[config.mk]
export PLATFORM = sky130hd
export DESIGN_NAME = pip_edge
export DESIGN_NICKNAME = d
export VERILOG_FILES = /design/src/design/point_in_polygon_test_top_defines.svh /design/src/design/pip_pkg.sv /design/src/design/pip_edge.sv
export SDC_FILE = /design/constraint.sdc
export NUM_CORES = 2
export LEC_CHECK = 0
export BUFFER_PORTS_ARGS = -buffer_cell sky130_fd_sc_hd__buf_2
export CORE_ASPECT_RATIO = 0.6
export CORE_MARGIN = 2
export CORE_UTILIZATION = 70
export DETAILED_ROUTE_END_ITERATION = 10
export GPL_ROUTABILITY_DRIVEN = 0
export PLACE_DENSITY = 0.92
export RECOVER_POWER = 50
export SETUP_SLACK_MARGIN = 0.15
export SYNTH_ARGS = -nofsm -noshare
export SYNTH_HDL_FRONTEND = slang
export SYNTH_SLANG_ARGS = --single-unit
[constraint.sdc]
create_clock -name clk -period 18.5 [get_ports clk]
set_input_delay 4.625 -clock clk [delete_from_list [all_inputs] [get_ports clk]]
set_output_delay 4.625 -clock clk [all_outputs]
set_load 0.03 [all_outputs]
[src/design/point_in_polygon_test_top_defines.svh]
// ---------------------------------------------------------------------------
// point in polygon assertion macros
// concurrent assertion wrappers, empty in synthesis
// ---------------------------------------------------------------------------
`ifndef POINT_IN_POLYGON_TEST_TOP_DEFINES_SVH
`define POINT_IN_POLYGON_TEST_TOP_DEFINES_SVH
`ifndef SYNTHESIS
`define PIP_ASSERT(lbl, clk, rst, prop) \
  lbl: assert property (@(posedge clk) disable iff (rst) prop) \
    else $error("pip assertion failed");
`define PIP_ASSERT_ALWAYS(lbl, clk, prop) \
  lbl: assert property (@(posedge clk) prop) else $error("pip assertion failed");
`else
`define PIP_ASSERT(lbl, clk, rst, prop)
`define PIP_ASSERT_ALWAYS(lbl, clk, prop)
`endif
`endif

[src/design/pip_pkg.sv]
// ---------------------------------------------------------------------------
// pip_pkg
// shared types and codes of the point in polygon test
// ---------------------------------------------------------------------------
`timescale 1ns / 1ps
package pip_pkg;
  localparam logic [1:0] CMD_APPEND = 2'd0;
  localparam logic [1:0] CMD_QUERY  = 2'd1;
  localparam logic [1:0] CMD_CLEAR  = 2'd2;

  typedef enum logic [1:0] {
    ST_IDLE,
    ST_WALK,
    ST_DRAIN,
    ST_FINISH
  } state_t;

  // sequencer to edge unit
  typedef struct packed {
    logic start;
    logic take;
    logic first_take;
    logic close;
  } edge_ctl_t;
endpackage

[src/design/pip_edge.sv]
// ---------------------------------------------------------------------------
// pip_edge
// pipelined edge crossing test and vertex match
// ---------------------------------------------------------------------------
`timescale 1ns / 1ps
module pip_edge #(
  parameter int COORD_WIDTH = 16
) (
  input  logic                          clk,
  input  pip_pkg::edge_ctl_t            ctl,
  input  logic signed [COORD_WIDTH-1:0] px,
  input  logic signed [COORD_WIDTH-1:0] py,
  input  logic signed [COORD_WIDTH-1:0] cx,
  input  logic signed [COORD_WIDTH-1:0] cy,
  output logic                          parity,
  output logic                          hit
);
  import pip_pkg::*;
  localparam int DW = COORD_WIDTH + 1;
  localparam int PW = 2 * DW;

  logic signed [COORD_WIDTH-1:0] prev_x, prev_y, first_x, first_y;
  logic signed [COORD_WIDTH-1:0] ex, ey;
  logic                          fire;
  logic signed [DW-1:0]          d_a, d_b, d_c, d_y;
  logic                          s1_valid, s1_pos;
  logic signed [PW-1:0]          lhs, rhs;
  logic                          s2_valid, s2_pos;

  assign ex   = ctl.close ? first_x : cx;
  assign ey   = ctl.close ? first_y : cy;
  assign fire = (ctl.take && !ctl.first_take) || ctl.close;

  always_ff @(posedge clk) begin
    if (ctl.take) begin
      prev_x <= cx;
      prev_y <= cy;
    end
    if (ctl.first_take) begin
      first_x <= cx;
      first_y <= cy;
    end
    // stage 1: differences and straddle
    s1_valid <= fire && ((ey > py) != (prev_y > py));
    d_a      <= DW'(px) - DW'(ex);
    d_b      <= DW'(prev_x) - DW'(ex);
    d_c      <= DW'(py) - DW'(ey);
    d_y      <= DW'(prev_y) - DW'(ey);
    s1_pos   <= prev_y > ey;
    // stage 2: cross products
    s2_valid <= s1_valid;
    s2_pos   <= s1_pos;
    lhs      <= PW'(d_a) * PW'(d_y);
    rhs      <= PW'(d_b) * PW'(d_c);
  end

  always_ff @(posedge clk) begin
    if (ctl.start) begin
      parity <= 1'b0;
      hit    <= 1'b0;
    end else begin
      if (ctl.take && cx == px && cy == py) hit <= 1'b1;
      if (s2_valid && (s2_pos ? (lhs < rhs) : (rhs < lhs))) parity <= !parity;
    end
  end
endmodule

Yosys cells after proc, flatten, opt, wreduce, memory -nomap -nowiden
Index checks and enable logic that the tools add are counted.
{ "word_totals": {"reg_bits": 206, "latch_bits": 0, "ramBits": 0, "mem_bits_ro": 0, "in_bits": 69, "out_inout_bits": 2, "elab_cells": 41, "memories": 0} }
{ "op_classes": {"n_addsub": 4, "multipliers": 2, "n_div": 0, "magnitude_cmp": 5, "eq_ne": 3, "n_shift": 0, "muxes": 3, "bitwise_logic": 0, "reduce_logical": 8} }
{ "op_table": {"columns": ["operator", "n"], "rows": [
  ["less-than comparator 34 bit", 2],
  ["multiplier 17 x 17 -> 34 bit", 2],
  ["subtractor 16 x 16 -> 17 bit", 4],
  ["greater-than comparator 16 bit", 3],
  ["== test 16 bit", 2],
  ["2-to-1 mux 16 bit", 2],
  ["logical AND 1 bit", 5],
  ["logical NOT 1 bit", 2],
  ["logical OR 1 bit", 1],
  ["2-to-1 mux 1 bit", 1],
  ["!= test 1 bit", 1]
]} }

Depth between registers and ports, before layout
{ "depth": {"ltp_word": 4, "mapped_depth": 24} }

Least setup slack after synthesis
OpenSTA, ideal clock, no wires.
{ "synth_path": {"kind": "input to register", "startpoint": "input ctl[0] (netlist bit)", "endpoint": "register s1_valid", "setup_time_ns": 0.119, "arrival_time_ns": 7.427, "required_time_ns": 18.381, "slack_ns": 10.954, "cell_stages": 13, "path_buffers": 2, "path_cell_list": "clkbuf_1 buf_1 mux2i_1 ha_1 nor2b_1 o21ai_0 a21boi_0 o21ai_0 a211o_1 o211ai_1 a2111o_1 a21oi_1 nor3b_1"} }
{ "synth_via": {"elab_chain_len": 4, "word_cells_on_any_way": 5} }
{ "synth_rtl": {"columns": ["element", "line", "text"], "rows": [
  ["from (decl)", "pip_edge.sv:10", "input pip_pkg::edge_ctl_t ctl,"],
  ["2-to-1 mux 16 bit", "pip_edge.sv:31", "assign ey = ctl.close ? first_y : cy;"],
  ["greater-than comparator 16 bit", "pip_edge.sv:44", "s1_valid <= fire && ((ey > py) != (prev_y > py));"],
  ["!= test 1 bit", "pip_edge.sv:44", null],
  ["logical AND 1 bit *", "pip_edge.sv:44", null],
  ["to (signal assigned)", "pip_edge.sv:44", null],
  ["to (decl)", "pip_edge.sv:26", "logic s1_valid, s1_pos;"]
]} }
Every way passes the cells marked *; elsewhere a longest branch is shown, timed or not.
A chain may end at the register's enable or synchronous reset.

Worst setup path after layout
{ "layout_path": {"startpoint": "input ctl[0] (netlist bit)", "endpoint": "register d_b[14]"} }
{ "layout_via": {"elab_chain_len": 2} }
{ "layout_rtl": {"columns": ["element", "line", "text"], "rows": [
  ["2-to-1 mux 16 bit", "pip_edge.sv:30", "assign ex = ctl.close ? first_x : cx;"],
  ["subtractor 16 x 16 -> 17 bit", "pip_edge.sv:46", "d_b <= DW'(prev_x) - DW'(ex);"],
  ["to (signal assigned)", "pip_edge.sv:46", null],
  ["to (decl)", "pip_edge.sv:25", "logic signed [DW-1:0] d_a, d_b, d_c, d_y;"]
]} }
Every way passes these cells.

==> flow_summary.yaml <==
floorplan:
  io_pins: 71
  core_mm2: 0.04363
  start_util_pct: 71.46
  dieArea_mm2: 0.04629
  die_h_um: 167.5
  rows: 59
  die_w_um: 276.4
timing:
  period_needed_ns: 8.175
  worst_clock_skew_ns: 0.01687
  rsz0062_at_grt: "no"
  setup_viol: 0
  finalSetupTns_ns: 0
  worstMarginPinSlew_ns: 2.279
  max_freq_mhz: 122.3
  maxSlewViolCount: 69
  fin_crit_sh_pct: 44.19
  hold_viol: 0
  slew_headroom_pct: -51.94
critical_path:
  crit_chain: "buf_2 -> buf_4 -> mux2_2 -> ha_1 -> fa_1 -> nor2b_1 -> o21ai_0 -> a21boi_0 -> o21ai_0 -> a21oi_1 -> a41oi_1 -> a221oi_1 -> a2111oi_0 -> nor3_1"
  cp_max_fo: 33
  cp_slowest_cell: "buf_4"
  arrival_ns: 8.60
  critPathMostFrequentCell: "o21ai_0"
  slowest_delay_ns: 0.51
  crit_path_end_kind: "flop"
  start_kind: "input pin"
  worstPathRequired_ns: 18.93
  critPathKind: "input pin to flop"
  rrSetupSlack_ns: 11.20
clock_network:
  cts_setup_buffers: 0
  cts_buffer_depth: 3
  cts-root-buf: "clkbuf_16"
  worst_skew_pair.late_latency_ns: 0.51
  clkTransAtPathRegs_ns: 0.08
  cts_sinks: 206
  cts_buffers: 17
  cts_hold_buf: 0
  cts_resized: 0
  tritoncts: "built"
  htreeDepth: 1
routing:
  wire_per_inst_um: 21.26
  viasPerCell: 6.083
  drt_iter0_markers: 2748
  drt-total-wl_mm: 81.62
  via_count: 23350
  ant_nets: 0
  route.detailed.drc: 0
  drtPass1Iterations: 6
outcome:
  status: "complete, but fails checks"
  violations: "capacitance limit, slew limit"
run:
  maxCapViolCount: 2
placement:
  dp.cells: 3789
  numPortBuffers: 70
  place_hpwl_mm: 66.02
logic_synthesis:
  synth_nets: 4166
  ys_ff_latch: 206
  postSynth.asyncResetShare_pct: 0
  synth_edf_count: 64
  synthFlopType: "dfxtp_1"
  yosysUniqueCellTypes: 69
  synth_area_mm2: 0.03117
  synth_cells: 3215
  syn_avg_cell_area_um2: 9.697
  yosys_warnings: 0
  yosysSeqAreaShare_pct: 15.28
global_routing:
  grt_max_degree: 35
  grt_pass1_vias: 25620
  gr-total-overflow: 0
  grt_pass1_wl_mm: 131.4
  grt_use_total_pct: 36.19
  antenna_found_initial: 23
finish:
  layout.cells.non_filler: 3839
  nFillCells: 2737
  nNetsFinal: 4180
  area_growth_pct: 4.294
  drive_above_1_share_pct: 2.532
min_path:
  hold_class: "flop to flop"
## cell usage in the layout (no fill, tap or decap), types with 29 or more instances in the layout
| cell | n |
|---|---|
| inv_1 | 696 |
| fa_1 | 596 |
| nand2_1 | 310 |
| and2_1 | 290 |
| ha_1 | 286 |
| dfxtp_1 | 142 |
| nor2_1 | 105 |
| xnor2_1 | 94 |
| a21oi_1 | 77 |
| edfxtp_1 | 64 |
| o21ai_0 | 55 |
| a21o_1 | 43 |
| xor2_1 | 39 |
| clkbuf_1 | 38 |
| nor3_1 | 36 |
| buf_2 | 35 |
| mux2i_1 | 31 |
| nand3_1 | 29 |
## flip-flops by register name, summed over array words and instances (netlist names)
signal / flops
s2_pos: 1
s2_valid: 1
lhs: 34
first_y: 16
prev_x: 16
d_a: 17
d_b: 17
s1_pos: 1
d_c: 17
d_y: 17
prev_y: 16
hit: 1
s1_valid: 1
rhs: 34
parity: 1
first_x: 16
## Yosys cell counts (all sizes together), types with 11 or more instances
| cell type | n | area share, % |
|---|---|---|
| nor2 | 105 | 1.3 |
| xnor2 | 94 | 2.6 |
| nor2b | 27 | 0.54 |
| a21oi | 78 | 1.3 |
| a211oi | 14 | 0.39 |
| nand2b | 21 | 0.42 |
| a21o | 43 | 1.0 |
| dfxtp | 142 | 9.1 |
| mux2i | 31 | 1.0 |
| nand2 | 310 | 3.7 |
| inv | 696 | 8.4 |
| edfxtp | 64 | 6.2 |
| ha | 286 | 11 |
| o21a | 22 | 0.53 |
| nand3 | 29 | 0.47 |
| and2 | 298 | 6.0 |
| fa | 596 | 38 |
| a21boi | 11 | 0.26 |
| nor4 | 12 | 0.24 |
| nand4 | 18 | 0.36 |
| o21ai | 56 | 0.90 |
| nor3 | 37 | 0.61 |
| xor2 | 39 | 1.1 |
| clkbuf | 76 | 0.92 |
## per-layer routing
| layer | share of wire [%] | wire length, um | GRT usage (%) | vias to the layer above |
|---|---|---|---|---|
| met1 | 37 | 30300 | 47.96 | 11520 |
| li1 | - | - | - | 9944 |
| met5 | 0.016 | 13 | 0 | - |
| met3 | 13 | 10970 | 11.22 | 299 |
| met2 | 45 | 36610 | 56.22 | 1586 |
| met4 | 4.6 | 3715 | 14.30 | 2 |
## cell families after synthesis
| logic type | count (synthesis) | synth area share (%) |
|---|---|---|
| simple gates | 881 | 14.17 |
| mux | 34 | 1.104 |
| buf+inv | 776 | 9.343 |
| flops | 206 | 15.28 |
| xor+xnor | 133 | 3.737 |
| compound gates | 303 | 6.610 |
| fa+ha+maj | 882 | 49.75 |
## final timing paths
check / from / endpoint / cells after the start
max reg2reg: d_a[7] / lhs[23] / 21
max: ctl[0] / d_b[14] / 14
min: s1_pos / s2_pos / 0
min reg2reg: s1_pos / s2_pos / 0
## area by class of cell
type | instances | area [um^2] | area share (%)
Timing Repair Buffer | 75 | 344.1 | 1.058
Sequential cell | 206 | 4765 | 14.65
Antenna cell | 21 | 52.55 | 0.1616
Clock inverter | 5 | 26.28 | 0.08081
Multi-Input combinational cell | 2233 | 23500 | 72.27
Clock buffer | 24 | 491.7 | 1.512
Tap cell | 579 | 724.4 | 2.228
Inverter | 696 | 2613 | 8.035
## critical path, delay by kind of cell
kind            cells  cell delay (ns)
compound gates      7             1.92
fa+ha+maj           2             0.67
buf+inv             2             0.61
mux                 1             0.43
simple gates        2             0.35
## stage by stage
stage,utilization (%),instance area (um^2),setup slack [ns],hold slack [ns]
global route,74.52,32510,10.18,0.3559
global placement,73.32,31990,10.31,0.3179
floorplan,-,31170,10.95,0.3096
detailed placement,73.32,31990,10.19,0.3151
CTS,74.50,32500,10.57,0.3414
finish,74.52,32510,10.33,0.3385
Power is not shown: default switching activity piles up to over one toggle a cycle in this logic, so the estimate is an artifact.
