## src/design/point_in_polygon_test_top_defines.svh

```systemverilog
// ---------------------------------------------------------------------------
// point in polygon assertion macros
// concurrent assertion wrappers, empty in synthesis
// ---------------------------------------------------------------------------
`ifndef POINT_IN_POLYGON_TEST_TOP_DEFINES_SVH
`define POINT_IN_POLYGON_TEST_TOP_DEFINES_SVH
`ifndef SYNTHESIS
`define PIP_ASSERT(lbl, clk, rst, prop) \
  lbl: assert property (@(posedge clk) disable iff (rst) prop) \
    else $error("pip assertion failed");
`define PIP_ASSERT_ALWAYS(lbl, clk, prop) \
  lbl: assert property (@(posedge clk) prop) else $error("pip assertion failed");
`else
`define PIP_ASSERT(lbl, clk, rst, prop)
`define PIP_ASSERT_ALWAYS(lbl, clk, prop)
`endif
`endif

```

## src/design/pip_cell.sv

```systemverilog
// ---------------------------------------------------------------------------
// pip_cell
// one vertex slot of the rotating chain
// ---------------------------------------------------------------------------
`timescale 1ns / 1ps
module pip_cell #(
  parameter int COORD_WIDTH = 16
) (
  input  logic                          clk,
  input  logic                          we,
  input  logic                          shift,
  input  logic                          wrap,
  input  logic signed [COORD_WIDTH-1:0] wx,
  input  logic signed [COORD_WIDTH-1:0] wy,
  input  logic signed [COORD_WIDTH-1:0] nx,
  input  logic signed [COORD_WIDTH-1:0] ny,
  input  logic signed [COORD_WIDTH-1:0] fx,
  input  logic signed [COORD_WIDTH-1:0] fy,
  output logic signed [COORD_WIDTH-1:0] x,
  output logic signed [COORD_WIDTH-1:0] y
);
  always_ff @(posedge clk) begin
    if (we) begin
      x <= wx;
      y <= wy;
    end else if (shift) begin
      // last live slot takes the head vertex, closing the ring
      x <= wrap ? fx : nx;
      y <= wrap ? fy : ny;
    end
  end
endmodule

```

## config.mk

```make
export PLATFORM = sky130hd
export DESIGN_NAME = pip_cell
export DESIGN_NICKNAME = d
export VERILOG_FILES = /design/src/design/point_in_polygon_test_top_defines.svh /design/src/design/pip_cell.sv
export SDC_FILE = /design/constraint.sdc
export NUM_CORES = 1
export LEC_CHECK = 0
export CORE_MARGIN = 10
export CORE_UTILIZATION = 50
export DETAILED_ROUTE_END_ITERATION = 8
export DONT_BUFFER_PORTS = 1
export GPL_TIMING_DRIVEN = 1
export SYNTH_ARGS = -nofsm -noshare
export SYNTH_HDL_FRONTEND = slang
export SYNTH_SLANG_ARGS = --single-unit
```

## constraint.sdc

```tcl
create_clock -name clk -period 3.7 [get_ports clk]
set_clock_uncertainty 0.2 [all_clocks]
set_input_delay 0.185 -clock clk [delete_from_list [all_inputs] [get_ports clk]]
set_output_delay 0.185 -clock clk [all_outputs]
set_load 0.01 [all_outputs]
```

Word level (Yosys, flattened, before mapping)
Index checks and enable logic that the tools add are counted.

Register bits: 32. Bits in latches: 0. RAM bits: 0. Memory bits (read-only): 0. Bits of input ports: 100. Word-level logic and storage cells: 9. Memories: 0.

$add $sub $neg: 0. $mul: 0. Div/mod/pow operators: 0. $lt $le $gt $ge: 0. Equal/unequal tests: 0. Shifts and indexed selects: 0. Mux-type cells: 6. Bitwise operators: 0. Reduce and logical (&&, ||, !) cells: 1.

Operators with widths (count): two-way mux 16 bit (6); nonzero test 2 bit (1).

Depth between registers and ports, before layout
Gate-level depths: netlist of run 1.

Depth after elaboration: 3. Mapped depth: 4.

Least setup slack after synthesis of run 1
Ideal clock, no wire load.

Kind: input -> register. From: input we. To: register x[0] (enable). Setup time: 0.375 ns. Arrival: 0.804 ns. Data required time: 3.125 ns. Slack: 2.321 ns. Stages on the path: 2. Buffers on the path: 1. Cells stage by stage: buf_2 > or2_2.

Cells in the longest elaborated chain, start to end: 1.

RTL lines: start, declared (line pip_cell.sv:10) `input logic we,`; nonzero test 2 bit (no source line); end signal, assigned (line pip_cell.sv:24) `x <= wx;`; end signal, assigned (line pip_cell.sv:28) `x <= wrap ? fx : nx;`; end, declared (line pip_cell.sv:19) `output logic signed [COORD_WIDTH-1:0] x,`.

No other way between the ends. A chain may end at the register's enable or synchronous reset.

Final worst setup path of run 1
From: input wx[13]. To: register x[13], data pin.

Cells in the longest elaborated chain, start to end: 1.

RTL lines: start, declared (line pip_cell.sv:13) `input logic signed [COORD_WIDTH-1:0] wx,`; two-way mux 16 bit (line pip_cell.sv:23) `if (we) begin`.

No other way between the ends.

==> out/qor.csv, run 1 <==
metric;value;unit
Filler cells;203;
share of layout cells above drive strength 1;0.0435;
Crit Path Class;primary input to flop;
WHS Endpoint;x[11];
cell area after placement;0.00162;mm²
Clk pin slew, worst setup/hold paths;0.11;ns
syn nets;240;
Clock Tree Root;clkbuf_4;
GRT overflow;0;
Multi-input gate area;607;µm²
Avg WL per Cell;21.4;µm
Final Max Slew Viols;0;
First-pass DRT Iterations;4;
I/O Pins;132;
commonest non-fill, non-tap cells in the layout;dlygate4sd3_1 (69), mux2i_1 (32), nand2_1 (32), edfxtp_1 (32), o21ai_1 (30);
synthesis-stage register bit count;32;
number of synthesis warnings;0;
Core ar.;0.00313;mm²
number of antenna diodes;0;
placed insts;173;
Final Non-Filler Cells;251;
Hold WS;0.385;ns
sequential share of the synthesized area;0.574;
Post-Syn Area per Cell;11.9;µm²
H-tree depth;2;
Row Count;20;
die height;77.8;µm
critical path, cell by cell;dlygate4sd3_1, nand2_1, dlygate4sd3_1, o21ai_1, dlygate4sd3_1;
min-delay worst type;primary input to flop;
CP Max Fanout;1;
Startpoint Class;primary input;
area delta synth->final;42.6;%
clock period minus worst slack;2.07;ns
RSZ-0062 raised after global routing;false;
CTS buffer count;5;
final setup TNS;0;ns
cell mode on critical path;dlygate4sd3_1;
total track usage;0.176;
Critical Path Sink Type;flop;
Cell Area, Synth;0.00167;mm²
Worst Path Buf+Inv;3;
Design Area, Final;0.00238;mm²
Slew HR;0.508;
DRC;0;
FMAX;483;MHz
setup violators final;0;
commonest non-fill, non-tap cell in the layout;dlygate4sd3_1;
Crit path max-delay family;buffers and inverters;
Final Core Density;0.762;
P per Cell Area;344;mW/mm²
Final nets;306;
final hold vios;0;
via count;1331;
number of max-cap violations;0;
initial DRC count;105;
leakage power figure;0.967;nW
register area;961;µm²
Die Footprint;0.00606;mm²
RePlAce Congestion;0.638;
Hold Crit Depth;2;
largest net degree at the start of global routing;55;
CTS tree;done;
Post-CTS Resized;0;
peak supply drop;0.232;mV
Slowest cell on crit path;dlygate4sd3_1;
crit-path max cell delay;0.57;ns
Die Wd;77.8;µm
post-synth cell types;10;
DR vias/cell;5.30;
clock sinks;32;
antenna viol nets, final;0;
vias in the first global route;1548;
Post-Synthesis Cells;140;
CP Data Arrival Time;1.96;ns
Worst Tran Pin Value;0.738;ns
Initial Util;0.535;
first-pass GRT wire length;8370;µm
outcome;finished clean;
Final Cycle Share;0.559;
min-delay src;we;
Max Root-Sink Buffers;2;
drt total wl;5360;µm
Port Buffers;0;
antenna violations before repair;0;
worst endpoint required time;3.59;ns
## synthesized netlist by cell type
cell type	number	share of area
nand2_1	32	0.072
o21ai_0	2	0.0060
or2_2	1	0.0037
edfxtp_1	32	0.57
clkbuf_1	1	0.0022
o21ai_1	30	0.090
buf_12	3	0.036
buf_6	1	0.0067
mux2i_1	32	0.19
buf_2	6	0.018
## how the worst max path moves through the flow
stage	start	end	slack (ns)	cells past startpoint
2_1_floorplan	we	x[0]	2.32	2
3_3_place_gp	we	x[2]	2.35	1
3_5_place_dp	we	x[2]	2.34	1
4_1_cts	wx[11]	x[11]	1.69	5
5_1_grt	wx[13]	x[13]	1.59	5
6_report	wx[13]	x[13]	1.63	5
## cells by family (layout without fill, tap and decap cells)
group                  after synthesis  in the layout  share of synthesized area
buffers and inverters               11             78                     0.0628
DFF                                 32             32                      0.574
and+or+nand+nor                     33             33                     0.0755
AOI/OAI and AO/OA                   32             32                     0.0957
muxes                               32             32                      0.191
## cell type report
| cell class | count | share of cell area |
|---|---|---|
| Clock inverter | 3 | 0.00577 |
| Tap cell | 44 | 0.0231 |
| Sequential cell | 32 | 0.403 |
| Timing Repair Buffer | 70 | 0.298 |
| Multi-Input combinational cell | 97 | 0.254 |
| Clock buffer | 5 | 0.0157 |
## power breakdown
part	leakage [nW]	internal [mW]	total (mW)	switching, mW
registers	0.330	0.452	0.495	0.0432
clock network	0.0324	0.0696	0.185	0.115
logic	0.605	0.0940	0.142	0.0479
total	0.967	0.615	0.821	0.206
## through the flow
stage | power (mW) | setup slack, ns
floorplan | 0.563 | 2.32
global placement | 0.556 | 2.35
detailed placement | 0.561 | 2.34
CTS | 0.824 | 1.69
global route | 0.867 | 1.59
finish | 0.821 | 1.63
## sequential cells by signal, summed over array words and instances, names as in the netlist
register,count
x,16
y,16
## routing by layer
layer,up-vias,part of all wire,routed length [µm],global-route usage
li1,642,-,-,-
met1,597,0.35,1860,0.170
met2,86,0.54,2870,0.313
met3,6,0.11,600,0.0945
met4,0,0.0058,31,0.0547
met5,-,0,0,0
## timing repair
| item | 4_1_cts | 5_1_grt |
|---|---|---|
| hold endpoints to repair | 32 | 0 |
| setup buffers | 0 | 0 |
| hold buffers | 70 | 0 |
| endpoints found under the setup margin | 0 | 0 |
Note: power is estimated with default switching activity, not from simulation.
==> inputs of run 2 (changes only) <==
Clock period 3.7 ns to 2.01 ns, I/O delays scaled along.
==> run 2 against run 1 <==
  * The run now ends with hold timing, setup timing left
  * Global-route usage is 1.9 points higher
  * Hold slack worse by 0.50 ns
  * Via count is 14% higher
  * Clock-buffer cell count is 2 higher
==> out/qor.csv, run 2 (synthesis gave the netlist of run 1 again) <==
metric;value;unit;change
outcome;finished, violations left;;
violated checks;hold timing, setup timing;;
Startpoint Class;primary input;;
CP Max Fanout;1;;unchanged
Worst Tran Pin Value;0.724;ns;-0.0139 ns
area delta synth->final;52.7;%;
Final Max Slew Viols;0;;unchanged
Post-CTS Repair Setup Buffers;0;;unchanged
leakage power figure;1.02;nW;+5.9%
vias in the first global route;1706;;+10%
Slowest cell on crit path;dlygate4sd3_1;;
number of antenna diodes;0;;unchanged
CP Data Arrival Time;1.93;ns;-0.03 ns
critical path, cell by cell;dlygate4sd3_1, nand2_1, dlygate4sd3_1, o21ai_1, dlygate4sd3_1;;
first-pass GRT wire length;9110;µm;+8.8%
Crit Path Class;primary input to flop;;
Hold WS;-0.113;ns;-0.498 ns
I/O Pins;132;;unchanged
Filler cells;174;;-14%
combinational share of power;0.187;;+0.014
number of max-cap violations;0;;unchanged
DR vias/cell;5.64;;+6.3%
DRC;0;;unchanged
sequential power share;0.594;;-0.008
Row Count;20;;unchanged
Setup WS post-layout;-0.0388;ns;-1.67 ns
Pint;1.16;mW;+88%
FMAX;488;MHz;
CTS buffer count;5;;unchanged
clock period minus worst slack;2.05;ns;
clock sinks;32;;unchanged
Avg WL per Cell;23.5;µm;+10%
Psw;0.375;mW;+82%
Clk pin slew, worst setup/hold paths;0.09;ns;-0.02 ns
Final Cycle Share;1.02;;
P per Cell Area;600;mW/mm²;+74%
initial DRC count;149;;+42%
die height;77.8;µm;unchanged
CP startpoint;wx[8];;
Initial Util;0.535;;unchanged
Final nets;323;;+5.6%
Slew HR;0.517;;+0.00926
worst setup path endpoint;x[8];;
commonest non-fill, non-tap cell in the layout;dlygate4sd3_1;;
drt total wl;6300;µm;+17%
antenna viol nets, final;0;;unchanged
share of layout cells above drive strength 1;0.0313;;-0.0122
H-tree depth;2;;unchanged
biggest registers after layout;x x16, y x16;;
Clock Tree Root;clkbuf_4;;
antenna violations before repair;0;;unchanged
Core ar.;0.00313;mm²;unchanged
Critical Path Sink Type;flop;;
via count;1511;;+14%
Port Buffers;0;;unchanged
min-delay src;nx[14];;
commonest non-fill, non-tap cells in the layout;dlygate4sd3_1 (85), mux2i_1 (32), nand2_1 (32), edfxtp_1 (32), o21ai_1 (30);;
worst endpoint required time;1.89;ns;-1.70 ns
Die Wd;77.8;µm;unchanged
crit-path max cell delay;0.57;ns;about the same
Place WS;0.761;ns;-1.58 ns
peak supply drop;0.420;mV;+81%
largest net degree at the start of global routing;47;;-15%
Clk pwr share;0.218;;-0.007
GRT overflow;0;;unchanged
RePlAce Congestion;0.642;;+0.75%
CTS tree;done;;
cell mode on critical path;dlygate4sd3_1;;
total track usage;0.195;;+0.0195
Die Footprint;0.00606;mm²;unchanged
Sw Ratio;0.244;;-0.00674
setup violators final;2;;+2
First-pass DRT Iterations;4;;unchanged
final hold vios;1;;+1
min-delay worst type;primary input to flop;;
Max Root-Sink Buffers;2;;unchanged
run 2: changes by cell type in the layout (fill, tap and decap cells not counted):
cell	delta
clkinv_2	-2
dlygate4sd3_1	+16
clkbuf_1	+2
dlymetal6s4s_1	+1
run 2: layout make-up:
| class | instances | area [µm²] | area share |
|---|---|---|---|
| tap | 44 | 55.1 | 0.0215 |
| clock inverter | 1 | 3.75 | 0.00147 |
| multi-input combinational | 97 | 607 | 0.238 |
| sequential | 32 | 961 | 0.376 |
| timing repair buffer | 87 | 883 | 0.346 |
| clock buffer | 7 | 45.0 | 0.0176 |
run 2: timing repair:
| item | CTS | global route |
|---|---|---|
| resized for setup | 0 | 1 |
| hold buffers | 86 | 11 |
| endpoints found under the setup margin | 0 | 21 |
| hold endpoints to repair | 32 | 6 |
run 2: worst min-delay path by stage:
stage / to / slack (ns) / cells past startpoint
global placement: x[15] / 0.1 / 2
finish: x[14] / -0.11 / 2
CTS: x[12] / 0.13 / 1
floorplan: x[14] / 0.09 / 2
global route: x[14] / -0.13 / 2
detailed placement: y[9] / 0.11 / 2
run 2: power groups by stage:
stage / Sequential (mW) / Combinational [mW] / Clock (mW)
after global placement: 0.927 / 0.101 / 0
after CTS: 0.914 / 0.270 / 0.346
after floorplan: 0.905 / 0.131 / 0
after detailed placement: 0.928 / 0.107 / 0
after global routing: 0.918 / 0.312 / 0.382
final: 0.911 / 0.287 / 0.335
run 2: critical path, delay by kind of cell:
kind,cells,cell delay [ns]
simple gates,1,0.08
compound gates,1,0.08
buf+inv,3,1.67
run 2: metal layers:
metal	vias up	global-route usage	wire [µm]
met5	-	0	0
met4	0	0.0693	117
met3	12	0.0899	700
met2	110	0.357	3270
met1	711	0.187	2210
li1	678	-	-
run 2: stage by stage:
| step | cell area, µm² | TNS, ns | total power [mW] | std cells | utilization |
|---|---|---|---|---|---|
| finish | 2550 | -0.0603 | 1.53 | 268 | 0.817 |
| global placement | 1640 | 0 | 1.03 | 174 | 0.525 |
| detailed placement | 1640 | 0 | 1.03 | 174 | 0.525 |
| CTS | 2550 | 0 | 1.53 | 268 | 0.816 |
| global route | 2550 | -0.0679 | 1.61 | 268 | 0.817 |
| floorplan | 1670 | 0 | 1.04 | 140 | - |
